[src/hw/rtl/pfc_pkg.sv]
// ----------------------------------------------------------------------------
// pfc_pkg
// Shared constants, types and helper functions of the Playfair stream core.
// ----------------------------------------------------------------------------
package pfc_pkg;

  localparam int unsigned LW = 5;

  localparam logic [LW-1:0] LETTER_X = 5'd23;
  localparam logic [LW-1:0] LETTER_J = 5'd9;
  localparam logic [LW-1:0] LETTER_I = 5'd8;
  localparam logic [LW-1:0] ALPHA    = 5'd26;
  localparam logic [LW-1:0] CELLS    = 5'd25;
  localparam logic [2:0]    SIDE     = 3'd5;

  localparam logic [1:0] MODE_KEY   = 2'd0;
  localparam logic [1:0] MODE_CLOSE = 2'd1;
  localparam logic [1:0] MODE_TEXT  = 2'd2;
  localparam logic [1:0] MODE_END   = 2'd3;

  localparam int unsigned  CFG_ADDR_W      = 3;
  localparam logic [0:0]   REG_IDX_DECRYPT = 1'b0;

  typedef enum logic [3:0] {
    ST_IDLE,
    ST_PLACE,
    ST_SWEEP,
    ST_RD_A,
    ST_RD_B,
    ST_MAP,
    ST_RD_C1,
    ST_RD_C2,
    ST_EMIT
  } pfc_state_e;

  typedef struct packed {
    logic [2:0] row;
    logic [2:0] col;
  } pfc_rc_t;

  typedef struct packed {
    logic [1:0] in_mode;
    logic       letter_ok;
    logic       pending_valid;
    logic       pending_same;
    logic       sweep_last;
    logic       out_empty;
  } pfc_status_t;

  typedef struct packed {
    logic capture;
    logic set_pending;
    logic clear_pending;
    logic load_pair;
    logic pair_x;
    logic place;
    logic sweep_start;
    logic sweep_step;
    logic clear_key;
    logic pos_rd;
    logic pos_sel_b;
    logic latch_pa;
    logic map;
    logic cell_rd;
    logic cell_sel_c2;
    logic latch_r1;
    logic out_load;
  } pfc_cmd_t;

  function automatic logic [LW-1:0] fold_letter(logic [LW-1:0] v);
    return (v == LETTER_J) ? LETTER_I : v;
  endfunction

  // Splits a square position into row and column. Positions of 25 and above
  // are reduced by 25 first.
  function automatic pfc_rc_t pos_split(logic [LW-1:0] p);
    logic [LW-1:0] q;
    pfc_rc_t       r;
    q = (p >= CELLS) ? p - CELLS : p;
    if (q >= 5'd20) begin
      r.row = 3'd4;
      r.col = 3'(q - 5'd20);
    end else if (q >= 5'd15) begin
      r.row = 3'd3;
      r.col = 3'(q - 5'd15);
    end else if (q >= 5'd10) begin
      r.row = 3'd2;
      r.col = 3'(q - 5'd10);
    end else if (q >= 5'd5) begin
      r.row = 3'd1;
      r.col = 3'(q - 5'd5);
    end else begin
      r.row = 3'd0;
      r.col = 3'(q);
    end
    return r;
  endfunction

  // Adds one (encrypt) or four (decrypt) modulo the side of the square.
  function automatic logic [2:0] step_mod(logic [2:0] v, logic dec);
    logic [3:0] s;
    s = {1'b0, v} + (dec ? 4'd4 : 4'd1);
    if (s >= {1'b0, SIDE}) begin
      s = s - {1'b0, SIDE};
    end
    return s[2:0];
  endfunction

  function automatic logic [LW-1:0] cell_index(logic [2:0] row, logic [2:0] col);
    return {row, 2'b00} + {2'b00, row} + {2'b00, col};
  endfunction

endpackage

[src/hw/rtl/playfair_cipher_stream_core.sv]
// ----------------------------------------------------------------------------
// playfair_cipher_stream_core
// Streaming Playfair cipher on letter indices with an APB register port.
// ----------------------------------------------------------------------------
// One item is in work at a time. A valid key letter passes through the place
// state, a close-key item through the sweep, which steps one letter of the
// alphabet per cycle. A letter that completes a pair, or an end item with a
// letter pending, steps through RD_A, RD_B, MAP, RD_C1, RD_C2 and EMIT, as
// the position store and the square store each have a single read port and
// are each read twice. The pair is handed to the two-entry output buffer
// once it has drained, so a stalled result side adds its stall time to that
// item. Each pair gives two result transfers, the second with last high.
module playfair_cipher_stream_core import pfc_pkg::*; (
  input  logic                  clk_i,
  input  logic                  rst_ni,
  input  logic                  psel,
  input  logic                  penable,
  input  logic                  pwrite,
  input  logic [CFG_ADDR_W-1:0] paddr,
  input  logic [31:0]           pwdata,
  output logic [31:0]           prdata,
  output logic                  pready,
  input  logic                  in_valid_i,
  output logic                  in_stall_o,
  input  logic [1:0]            mode_i,
  input  logic [LW-1:0]         letter_i,
  output logic                  out_valid_o,
  input  logic                  out_stall_i,
  output logic [LW-1:0]         out_letter_o,
  output logic                  last_o
);

  logic        decrypt_mode_q;
  pfc_status_t status;
  pfc_cmd_t    cmd;

  assign pready = 1'b1;

  always_ff @(posedge clk_i or negedge rst_ni) begin
    if (!rst_ni) begin
      decrypt_mode_q <= 1'b0;
    end else if (psel && penable && pwrite && pready
                 && (paddr[2] == REG_IDX_DECRYPT)) begin
      decrypt_mode_q <= pwdata[0];
    end
  end

  assign prdata = (paddr[2] == REG_IDX_DECRYPT) ? {31'b0, decrypt_mode_q} : 32'b0;

  pfc_ctrl u_ctrl (
    .clk_i      (clk_i),
    .rst_ni     (rst_ni),
    .in_valid_i (in_valid_i),
    .in_stall_o (in_stall_o),
    .status_i   (status),
    .cmd_o      (cmd)
  );

  pfc_datapath u_datapath (
    .clk_i          (clk_i),
    .rst_ni         (rst_ni),
    .decrypt_mode_i (decrypt_mode_q),
    .mode_i         (mode_i),
    .letter_i       (letter_i),
    .cmd_i          (cmd),
    .status_o       (status),
    .out_valid_o    (out_valid_o),
    .out_stall_i    (out_stall_i),
    .out_letter_o   (out_letter_o),
    .last_o         (last_o)
  );

endmodule

[src/hw/rtl/pfc_ctrl.sv]
// ----------------------------------------------------------------------------
// pfc_ctrl
// Sequencer of the Playfair stream core: accepts items and steps the datapath
// through key placement, the key sweep and the pair lookup.
// ----------------------------------------------------------------------------
module pfc_ctrl import pfc_pkg::*; (
  input  logic        clk_i,
  input  logic        rst_ni,
  input  logic        in_valid_i,
  output logic        in_stall_o,
  input  pfc_status_t status_i,
  output pfc_cmd_t    cmd_o
);

  pfc_state_e state_q, state_d;

  always_ff @(posedge clk_i or negedge rst_ni) begin
    if (!rst_ni) begin
      state_q <= ST_IDLE;
    end else begin
      state_q <= state_d;
    end
  end

  assign in_stall_o = (state_q != ST_IDLE);

  always_comb begin
    state_d = state_q;
    unique case (state_q)
      ST_IDLE: begin
        if (in_valid_i) begin
          unique case (status_i.in_mode)
            MODE_KEY: begin
              if (status_i.letter_ok) state_d = ST_PLACE;
            end
            MODE_CLOSE: state_d = ST_SWEEP;
            MODE_TEXT: begin
              if (status_i.letter_ok && status_i.pending_valid) state_d = ST_RD_A;
            end
            MODE_END: begin
              if (status_i.pending_valid) state_d = ST_RD_A;
            end
            default: state_d = ST_IDLE;
          endcase
        end
      end
      ST_PLACE: state_d = ST_IDLE;
      ST_SWEEP: begin
        if (status_i.sweep_last) state_d = ST_IDLE;
      end
      ST_RD_A:  state_d = ST_RD_B;
      ST_RD_B:  state_d = ST_MAP;
      ST_MAP:   state_d = ST_RD_C1;
      ST_RD_C1: state_d = ST_RD_C2;
      ST_RD_C2: state_d = ST_EMIT;
      ST_EMIT: begin
        if (status_i.out_empty) state_d = ST_IDLE;
      end
      default: state_d = ST_IDLE;
    endcase
  end

  always_comb begin
    cmd_o = '0;
    unique case (state_q)
      ST_IDLE: begin
        if (in_valid_i) begin
          cmd_o.capture = 1'b1;
          unique case (status_i.in_mode)
            MODE_KEY: ;
            MODE_CLOSE: cmd_o.sweep_start = 1'b1;
            MODE_TEXT: begin
              if (status_i.letter_ok) begin
                if (!status_i.pending_valid) begin
                  cmd_o.set_pending = 1'b1;
                end else begin
                  // A doubled letter pairs with x and stays pending.
                  cmd_o.load_pair = 1'b1;
                  if (status_i.pending_same) begin
                    cmd_o.pair_x = 1'b1;
                  end else begin
                    cmd_o.clear_pending = 1'b1;
                  end
                end
              end
            end
            MODE_END: begin
              if (status_i.pending_valid) begin
                cmd_o.load_pair     = 1'b1;
                cmd_o.pair_x        = 1'b1;
                cmd_o.clear_pending = 1'b1;
              end
            end
            default: ;
          endcase
        end
      end
      ST_PLACE: cmd_o.place = 1'b1;
      ST_SWEEP: begin
        cmd_o.sweep_step = 1'b1;
        cmd_o.clear_key  = status_i.sweep_last;
      end
      ST_RD_A: cmd_o.pos_rd = 1'b1;
      ST_RD_B: begin
        cmd_o.pos_rd    = 1'b1;
        cmd_o.pos_sel_b = 1'b1;
        cmd_o.latch_pa  = 1'b1;
      end
      ST_MAP:   cmd_o.map = 1'b1;
      ST_RD_C1: cmd_o.cell_rd = 1'b1;
      ST_RD_C2: begin
        cmd_o.cell_rd     = 1'b1;
        cmd_o.cell_sel_c2 = 1'b1;
        cmd_o.latch_r1    = 1'b1;
      end
      ST_EMIT: cmd_o.out_load = status_i.out_empty;
      default: ;
    endcase
  end

endmodule

[src/hw/rtl/pfc_datapath.sv]
// ----------------------------------------------------------------------------
// pfc_datapath
// Key square storage, pending text letter, pair mapping and the two-entry
// output buffer of the Playfair stream core.
// ----------------------------------------------------------------------------
module pfc_datapath import pfc_pkg::*; (
  input  logic          clk_i,
  input  logic          rst_ni,
  input  logic          decrypt_mode_i,
  input  logic [1:0]    mode_i,
  input  logic [LW-1:0] letter_i,
  input  pfc_cmd_t      cmd_i,
  output pfc_status_t   status_o,
  output logic          out_valid_o,
  input  logic          out_stall_i,
  output logic [LW-1:0] out_letter_o,
  output logic          last_o
);

  logic [LW-1:0] pos_mem  [ALPHA];
  logic [LW-1:0] cell_mem [CELLS];

  logic [ALPHA-1:0] used_q;
  logic [LW-1:0]    fill_q;
  logic             pend_valid_q;
  logic [LW-1:0]    pend_letter_q;
  logic [LW-1:0]    sweep_idx_q;
  logic [LW-1:0]    letter_q;
  logic [LW-1:0]    a_q, b_q;
  logic [LW-1:0]    pos_rd_q;
  logic [LW-1:0]    cell_rd_q;
  pfc_rc_t          pa_q;
  logic [LW-1:0]    c1_q, c2_q;
  logic [LW-1:0]    r1_q;
  logic [1:0]       out_cnt_q;
  logic [LW-1:0]    slot0_q, slot1_q;

  logic [LW-1:0] in_fold;
  logic [LW-1:0] place_letter;
  logic          do_place;
  pfc_rc_t       pb;
  logic [LW-1:0] c1_d, c2_d;
  logic          out_take;

  assign in_fold = fold_letter(letter_i);

  assign status_o.in_mode       = mode_i;
  assign status_o.letter_ok     = (letter_i < ALPHA);
  assign status_o.pending_valid = pend_valid_q;
  assign status_o.pending_same  = (pend_letter_q == in_fold);
  assign status_o.sweep_last    = (sweep_idx_q == ALPHA - 5'd1);
  assign status_o.out_empty     = (out_cnt_q == 2'd0);

  // Key letters and the sweep share one placement path.
  assign place_letter = cmd_i.sweep_step ? sweep_idx_q : letter_q;
  assign do_place     = (cmd_i.place || (cmd_i.sweep_step && sweep_idx_q != LETTER_J))
                        && !used_q[place_letter] && (fill_q < CELLS);

  always_ff @(posedge clk_i or negedge rst_ni) begin
    if (!rst_ni) begin
      used_q        <= '0;
      fill_q        <= '0;
      pend_valid_q  <= 1'b0;
      pend_letter_q <= '0;
      sweep_idx_q   <= '0;
    end else begin
      if (cmd_i.sweep_start) begin
        sweep_idx_q <= '0;
      end else if (cmd_i.sweep_step) begin
        sweep_idx_q <= sweep_idx_q + 5'd1;
      end

      if (cmd_i.set_pending) begin
        pend_letter_q <= in_fold;
        pend_valid_q  <= 1'b1;
      end else if (cmd_i.clear_pending) begin
        pend_valid_q <= 1'b0;
      end

      if (cmd_i.clear_key) begin
        used_q       <= '0;
        fill_q       <= '0;
        pend_valid_q <= 1'b0;
      end else if (do_place) begin
        used_q[place_letter] <= 1'b1;
        fill_q               <= fill_q + 5'd1;
      end
    end
  end

  always_ff @(posedge clk_i) begin
    if (do_place) begin
      pos_mem[place_letter] <= fill_q;
    end
    if (cmd_i.pos_rd) begin
      pos_rd_q <= pos_mem[cmd_i.pos_sel_b ? b_q : a_q];
    end
  end

  always_ff @(posedge clk_i) begin
    if (do_place) begin
      cell_mem[fill_q] <= place_letter;
    end
    if (cmd_i.cell_rd) begin
      cell_rd_q <= cell_mem[cmd_i.cell_sel_c2 ? c2_q : c1_q];
    end
  end

  // Pair mapping: same row, then same column, then rectangle corners.
  assign pb = pos_split(pos_rd_q);

  always_comb begin
    if (pa_q.row == pb.row) begin
      c1_d = cell_index(pa_q.row, step_mod(pa_q.col, decrypt_mode_i));
      c2_d = cell_index(pb.row, step_mod(pb.col, decrypt_mode_i));
    end else if (pa_q.col == pb.col) begin
      c1_d = cell_index(step_mod(pa_q.row, decrypt_mode_i), pa_q.col);
      c2_d = cell_index(step_mod(pb.row, decrypt_mode_i), pb.col);
    end else begin
      c1_d = cell_index(pa_q.row, pb.col);
      c2_d = cell_index(pb.row, pa_q.col);
    end
  end

  always_ff @(posedge clk_i) begin
    if (cmd_i.capture) begin
      letter_q <= in_fold;
    end
    if (cmd_i.load_pair) begin
      a_q <= pend_letter_q;
      b_q <= cmd_i.pair_x ? LETTER_X : in_fold;
    end
    if (cmd_i.latch_pa) begin
      pa_q <= pos_split(pos_rd_q);
    end
    if (cmd_i.map) begin
      c1_q <= c1_d;
      c2_q <= c2_d;
    end
    if (cmd_i.latch_r1) begin
      r1_q <= cell_rd_q;
    end
  end

  // Output buffer: slot0 is presented, slot1 holds the second letter.
  assign out_take = (out_cnt_q != 2'd0) && !out_stall_i;

  always_ff @(posedge clk_i or negedge rst_ni) begin
    if (!rst_ni) begin
      out_cnt_q <= 2'd0;
    end else if (cmd_i.out_load) begin
      out_cnt_q <= 2'd2;
    end else if (out_take) begin
      out_cnt_q <= out_cnt_q - 2'd1;
    end
  end

  always_ff @(posedge clk_i) begin
    if (cmd_i.out_load) begin
      slot0_q <= r1_q;
      slot1_q <= cell_rd_q;
    end else if (out_take) begin
      slot0_q <= slot1_q;
    end
  end

  assign out_valid_o  = (out_cnt_q != 2'd0);
  assign out_letter_o = slot0_q;
  assign last_o       = (out_cnt_q == 2'd1);

endmodule

[config.mk]
export PLATFORM = sky130hd
export DESIGN_NAME = playfair_cipher_stream_core
export DESIGN_NICKNAME = d
export VERILOG_FILES = /design/src/hw/rtl/pfc_pkg.sv /design/src/hw/rtl/playfair_cipher_stream_core.sv /design/src/hw/rtl/pfc_ctrl.sv /design/src/hw/rtl/pfc_datapath.sv
export SDC_FILE = /design/constraint.sdc
export NUM_CORES = 1
export LEC_CHECK = 0
export BUFFER_PORTS_ARGS = -buffer_cell sky130_fd_sc_hd__buf_2
export CAP_MARGIN = 40
export CORE_AREA = 8 8 206 208
export DETAILED_ROUTE_END_ITERATION = 8
export DIE_AREA = 0 0 214 216
export PLACE_DENSITY = 0.69
export SYNTH_ARGS = -nofsm -noshare
export SYNTH_HDL_FRONTEND = slang
export SYNTH_HIERARCHICAL = 1
export SYNTH_SLANG_ARGS = --single-unit
[constraint.sdc]
create_clock -name clk_i -period 10.57 [get_ports clk_i]
set_input_delay 1.5855 -clock clk_i [delete_from_list [all_inputs] [get_ports clk_i]]
set_output_delay 1.5855 -clock clk_i [all_outputs]
set_load 0.05 [all_outputs]
==> results of run 1 <==
## per-stage QoR
| stage | util | cell area (um2) | hold slack [ps] | setup slack [ps] | cells |
|---|---|---|---|---|---|
| after floorplan | - | 17400 | 421 | 5340 | 1271 |
| after global placement | 0.457 | 17900 | 425 | 4370 | 1748 |
| after detailed placement | 0.461 | 18100 | 434 | 4210 | 1756 |
| after CTS | 0.497 | 19500 | 447 | 4200 | 1826 |
| after global routing | 0.497 | 19500 | 457 | 3760 | 1826 |
| final | 0.497 | 19500 | 446 | 4200 | 1826 |
## kinds of logic (layout without fill, tap and decap cells)
group	count (synthesis)	count (layout)	synth area share
compound gates	195	195	0.0777
xor+xnor	39	39	0.0201
fa+ha+maj	66	66	0.0511
buf+inv	144	174	0.0412
flops	360	360	0.609
mux	117	117	0.113
other cells	2	32	0.000433
simple gates	318	318	0.0874
## per-layer routing
metal  vias to the layer above  part of all wire  GRT usage
met5                         -                 0          0
met4                         0             0.021     0.0407
met3                        53             0.061     0.0303
met2                       319              0.49      0.252
met1                      5003              0.43      0.194
li1                       4650                 -          -
## placed cells by master (no fill, tap or decap), types with 8 or more instances in the layout
cell type	instances
xnor2_1	24
buf_4	16
mux4_2	55
bufinv_16	9
nor3_1	10
mux2_2	23
nand2_1	91
a31oi_1	11
fa_1	8
a21o_1	8
conb_1	32
inv_1	50
edfxtp_1	311
mux2i_4	8
buf_2	24
and2_1	11
nor2_1	121
o21ai_0	31
nand3_1	16
xor2_1	14
a211oi_1	14
dfrtp_1	49
mux2i_1	25
clkbuf_16	41
a21oi_1	64
o211ai_1	12
ha_1	58
## registers in the layout (all words and copies together) (netlist names), 6 cells and up
signal,cells
u_datapath/pos_mem,130
u_datapath/cell_mem,125
u_datapath/used_q,26
u_datapath/pa_q,6
## path summary, 6_finish.rpt
kind / from / end / slack [ps] / depth (start not counted)
setup / recovery: u_datapath/pos_rd_q[1] / u_datapath/c2_q[3] / 4200 / 25
hold / removal: u_datapath/cell_rd_q[3] / u_datapath/slot1_q[3] / 450 / 0
setup reg to reg: u_datapath/pos_rd_q[1] / u_datapath/c2_q[3] / 4200 / 25
hold reg to reg: u_datapath/cell_rd_q[3] / u_datapath/slot1_q[3] / 450 / 0
max in group asynchronous: rst_ni / decrypt_mode_q / 8890 / 2
min in group asynchronous: rst_ni / u_datapath/pend_letter_q[4] / 1170 / 2
## worst max-delay path, cell delays in order, from the launching register on
cell	delay, ps
edfxtp_1	520
inv_1	160
ha_1	240
nor4_2	80
a211oi_2	560
inv_1	150
ha_1	240
a31oi_1	220
a22oi_2	140
o21ai_0	380
nor2_1	230
xnor2_1	490
ha_1	270
ha_1	240
inv_1	80
ha_1	170
a21oi_1	70
a311o_1	390
a21oi_1	290
ha_1	290
a21o_1	150
a21o_1	180
or2_2	270
a21oi_1	150
a41oi_1	90
o311ai_2	130
## final cells by class
class,count,area (um2)
Clock buffer,47,1050
Clock inverter,23,354
Fill cell,3280,19700
Inverter,57,214
Multi-Input combinational cell,767,6240
Sequential cell,360,10600
Tap cell,525,657
Timing Repair Buffer,47,404
==> impl_metrics.yaml, run 1 <==
detailed_routing:
  detail_route.wirelength_mm: 34.6
  drt_iter0_markers: 849
  vias_per_cell: 5.49
  drtPass1Iterations: 8
  num_vias: 10000
  drt-wirelength-per-cell_um: 19.0
  post-route-drc-count: 0
  drt.antenna.violating_nets: 0
timing:
  final.period_utilization: 0.603
  max_freq_mhz: 157
  setup_repair_after_global_routing_missed_its_margin: "no"
  setup_viol: 0
  fin_setup_tns_ps: 0
  clock_skew_ps: 13.1
  layout_min_cycle_time_ps: 6370
  tightestPinTransition_ps: 949
  report.final.slew_viol_count: 0
  timing.max_slew.rel_slack: 0.350
  finalHoldViolCount: 0
cts:
  clk-insertion-delay-late_ps: 530
  ctsHoldBuffers: 0
  clock_tree.htree_level_count: 2
  cts_tree: "built"
  clkSinkCount: 360
  clk_root_buffer_cell: "clkbuf_16"
  numCtsBuffers: 39
  cts_buffer_depth: 3
  worst_setup_hold_path_clk_slew_ps: 60
  cts.repair.resized: 0
  postCtsSetupBuffers: 0
global_routing:
  global_route_wire_length_before_repair_mm: 55.7
  maximum_number_of_pins_on_one_net_before_global_route_repair: 50
  grt.overflow.total: 0
  number_of_antenna_violations_at_the_first_check_in_global_routing: 0
  grtUsageTotal: 0.149
  vias_in_the_first_global_route: 10100
logic_synthesis:
  synthDominantCellAreaShare: 0.539
  post_synthesis_cell_area_um2: 17300
  synth_edf_count: 311
  synthDistinctLibCells: 96
  synth_top_cells_by_area: "edfxtp_1, mux4_2, dfrtp_1"
  synth_area_per_cell_um2: 14.0
  dominantRegCellSynth: "edfxtp_1"
  ys_async_sr_fraction: 0.136
  synthesis.yosys.warnings: 6
  sequential_fraction_of_the_synthesis_area: 0.609
  netlist_top_cells_count: "edfxtp_1, nor2_1, nand2_1, a21oi_1, ha_1"
  synth_top_area_cell: "edfxtp_1"
  syn-instance-count: 1241
  yosysMostFrequentCell: "edfxtp_1"
  yosys_register_bits: 360
run:
  count_of_maximum_capacitance_violations: 0
critical_path:
  critPathArrivalTime_ps: 6720
  critical_path.startpoint_type: "register"
  timing.critical_path.required_ps: 10920
  critPathKind: "reg -> reg"
  critical_path_peak_fanout: 9
  critPathCaptureType: "register"
cells_and_area:
  area_delta_synth_final_pct: 12.4
  layout-drive-gt1-share: 0.188
  num_antenna_cells: 0
  nNetsFinal: 1387
place:
  io_buffer_count: 24
  routabilityCongestion: 0.834
  place_hpwl_mm: 22.6
die:
  top_level_ports: 90
  initial_utilization: 0.442
  floorplan.core_area_um2: 39200
  floorplan.die_area_um2: 46200
  fp.dieW_um: 214
  fp-row-count: 73
  die_h_um: 216
run_status:
  outcome: "finished clean"
worst_hold_path:
  min_path_type: "reg -> reg"
Power of run 1 is not shown: default switching activity piles up to over one toggle a cycle in this logic, so the estimate is an artifact.
==> run 2: changes to the inputs <==
--- a/config.mk
+++ b/config.mk
@@ -5,12 +5,13 @@
 export SDC_FILE = /design/constraint.sdc
 export NUM_CORES = 1
 export LEC_CHECK = 0
+export ABC_AREA = 1
 export BUFFER_PORTS_ARGS = -buffer_cell sky130_fd_sc_hd__buf_2
 export CAP_MARGIN = 40
-export CORE_AREA = 8 8 206 208
+export CORE_AREA = 8 8 205 207
 export DETAILED_ROUTE_END_ITERATION = 8
-export DIE_AREA = 0 0 214 216
-export PLACE_DENSITY = 0.69
+export DIE_AREA = 0 0 213 215
+export PLACE_DENSITY = 0.72
 export SYNTH_ARGS = -nofsm -noshare
 export SYNTH_HDL_FRONTEND = slang
 export SYNTH_HIERARCHICAL = 1
==> constraint.sdc (replaced) <==
create_clock -name clk_i -period 5.2 [get_ports clk_i]
set_input_delay 0.78 -clock clk_i [delete_from_list [all_inputs] [get_ports clk_i]]
set_output_delay 0.78 -clock clk_i [all_outputs]
set_load 0.05 [all_outputs]
==> run 2 against run 1 <==
  * Register-to-register slack worse by 3900 ps
  * Utilization is 0.47 points lower
  * Global-route usage is 1.7 points higher
  * Hold slack worse by 64 ps
  * Critical path depth is 3 higher
  * Via count is 17% higher
  * Critical path type unchanged
==> impl_metrics.yaml, run 2 <==
place:
  place_hpwl_mm: 25.5
  io_buffer_count: 24
  dp_cells: 2100
  dpl_worst_slack_ps: 79.9
  routabilityCongestion: 0.868
detailed_routing:
  drtPass1Iterations: 5
  drt_iter0_markers: 974
  post-route-drc-count: 0
  drt-wirelength-per-cell_um: 17.8
  num_vias: 11800
  detail_route.wirelength_mm: 38.6
  drt.antenna.violating_nets: 0
  vias_per_cell: 5.41
critical_path:
  critPathArrivalTime_ps: 5190
  critPathCaptureType: "register"
  critPathKind: "reg -> reg"
  timing.critical_path.required_ps: 5470
  critical_path_peak_fanout: 5
  critical_path_most_common_cell: "ha_1"
  stage_delay_of_the_slowest_cell_on_the_critical_path_ps: 520
  critical_path.startpoint_type: "register"
  critical_path_s_slowest_cell: "fa_1"
timing:
  max_freq_mhz: 203
  worst_slack_ps: 282
  report.final.slew_viol_count: 0
  clock_skew_ps: 31.5
  fin_setup_tns_ps: 0
  final.period_utilization: 0.946
  setup_viol: 0
  finalHoldViolCount: 0
  timing.max_slew.rel_slack: 0.332
  layout_min_cycle_time_ps: 4920
  tightestPinTransition_ps: 973
cells_and_area:
  most_common_cell_after_layout_fill_and_taps_aside: "edfxtp_1"
  final_core_utilization: 0.493
  nNetsFinal: 1735
  layout-drive-gt1-share: 0.120
  largest_register_ff_count: 130
  layout_common_cells: "edfxtp_1, nor2_1, nand2_1"
  reg_top3: "u_datapath/pos_mem (130), u_datapath/cell_mem (125), u_datapath/used_q (26)"
  num_antenna_cells: 0
  layoutNonFillerInstCount: 2172
  largest-register: "u_datapath/pos_mem"
  fillers: 3362
  area_delta_synth_final_pct: 11.3
global_routing:
  maximum_number_of_pins_on_one_net_before_global_route_repair: 66
  grt.overflow.total: 0
  global_route_wire_length_before_repair_mm: 61.7
  grtUsageTotal: 0.166
  number_of_antenna_violations_at_the_first_check_in_global_routing: 0
  vias_in_the_first_global_route: 11700
logic_synthesis:
  yosysMostFrequentCell: "edfxtp_1"
  netlist_top_cells_count: "edfxtp_1, nor2_1, nand2_1, o21ai_0, inv_1"
  ys_async_sr_fraction: 0.136
  synth_edf_count: 311
  synthDominantCellAreaShare: 0.541
  synthDistinctLibCells: 59
  synth_top_area_cell: "edfxtp_1"
  dominantRegCellSynth: "edfxtp_1"
  synthesis.yosys.warnings: 6
  synth_area_per_cell_um2: 10.9
  yosys_register_bits: 360
  sequential_fraction_of_the_synthesis_area: 0.612
  syn-instance-count: 1589
  post_synthesis_cell_area_um2: 17300
  synth_top_cells_by_area: "edfxtp_1, dfrtp_1, o21ai_0"
cts:
  cts_buffer_depth: 3
  cts_tree: "built"
  worst_setup_hold_path_clk_slew_ps: 70
  numCtsBuffers: 35
  clk-insertion-delay-late_ps: 540
  clk_root_buffer_cell: "clkbuf_16"
  clkSinkCount: 360
  clock_tree.htree_level_count: 2
die:
  initial_utilization: 0.443
  top_level_ports: 90
  floorplan.die_area_um2: 45800
  die_h_um: 215
  floorplan.core_area_um2: 39000
  fp.dieW_um: 213
  fp-row-count: 73
run:
  count_of_maximum_capacitance_violations: 0
worst_hold_path:
  min_path_type: "in -> async"
run_status:
  outcome: "finished clean"
## run 2: critical path: cells and delay by family, from the launching register on
| family | cells | cell delay (ps) |
|---|---|---|
| adders and majority gates | 6 | 1760 |
| buffers and inverters | 6 | 620 |
| xor gates and xnor gates | 2 | 380 |
| AOI/OAI and AO/OA | 2 | 180 |
| and+or+nand+nor | 12 | 1330 |
| DFF | 1 | 380 |
## run 2: path summary, 6_finish.rpt
kind / start / endpoint / slack, ps / cells past startpoint
max: u_datapath/pos_rd_q[1] / u_datapath/c2_q[3] / 280 / 28
min: rst_ni / u_datapath/sweep_idx_q[0] / 380 / 2
max reg2reg: u_datapath/pos_rd_q[1] / u_datapath/c2_q[3] / 280 / 28
min reg2reg: u_datapath/cell_rd_q[2] / u_datapath/r1_q[2] / 450 / 0
max in group asynchronous: rst_ni / u_datapath/pend_valid_q / 4320 / 2
min in group clk_i: u_datapath/cell_rd_q[2] / u_datapath/r1_q[2] / 450 / 0
## run 2: timing repair
action,CTS,global route
hold buffers,0,0
gates resized for setup,0,15
buffers inserted,0,8
endpoints found under the setup margin,0,3
## run 2: routing by layer
metal | vias to the layer above | GRT usage | wire length [um]
met1 | 5662 | 0.219 | 16200
met5 | - | 0 | 0
met3 | 85 | 0.0212 | 2540
met2 | 477 | 0.277 | 18600
met4 | 0 | 0.0628 | 1160
li1 | 5535 | - | -
## run 2: layout make-up
cell class	count	area, um2	area share
inverters	181	682	0.0355
repair buffers	60	438	0.0228
multi-input cells	982	5650	0.294
well taps	525	657	0.0342
clock inverters	19	228	0.0119
flip-flops and latches	360	10600	0.550
clock buffers	45	995	0.0518
## run 2: logic make-up (layout without fill, tap and decap cells)
logic type	Yosys count	in the layout	synth area share
compound gates	333	333	0.116
xor+xnor	29	29	0.0147
fa+ha+maj	66	66	0.0513
buf+inv	277	305	0.0709
flops	360	360	0.612
mux	3	3	0.00188
other cells	2	32	0.000435
simple gates	519	519	0.133
## run 2: per-stage QoR
| step | hold slack, ps | area (um2) |
|---|---|---|
| 6_report | 382 | 19200 |
| 4_1_cts | 398 | 19100 |
| 5_1_grt | 447 | 19200 |
| 3_3_place_gp | 427 | 17800 |
| 2_1_floorplan | 421 | 17400 |
| 3_5_place_dp | 431 | 17900 |
Power of run 2 is left out for the same reason.
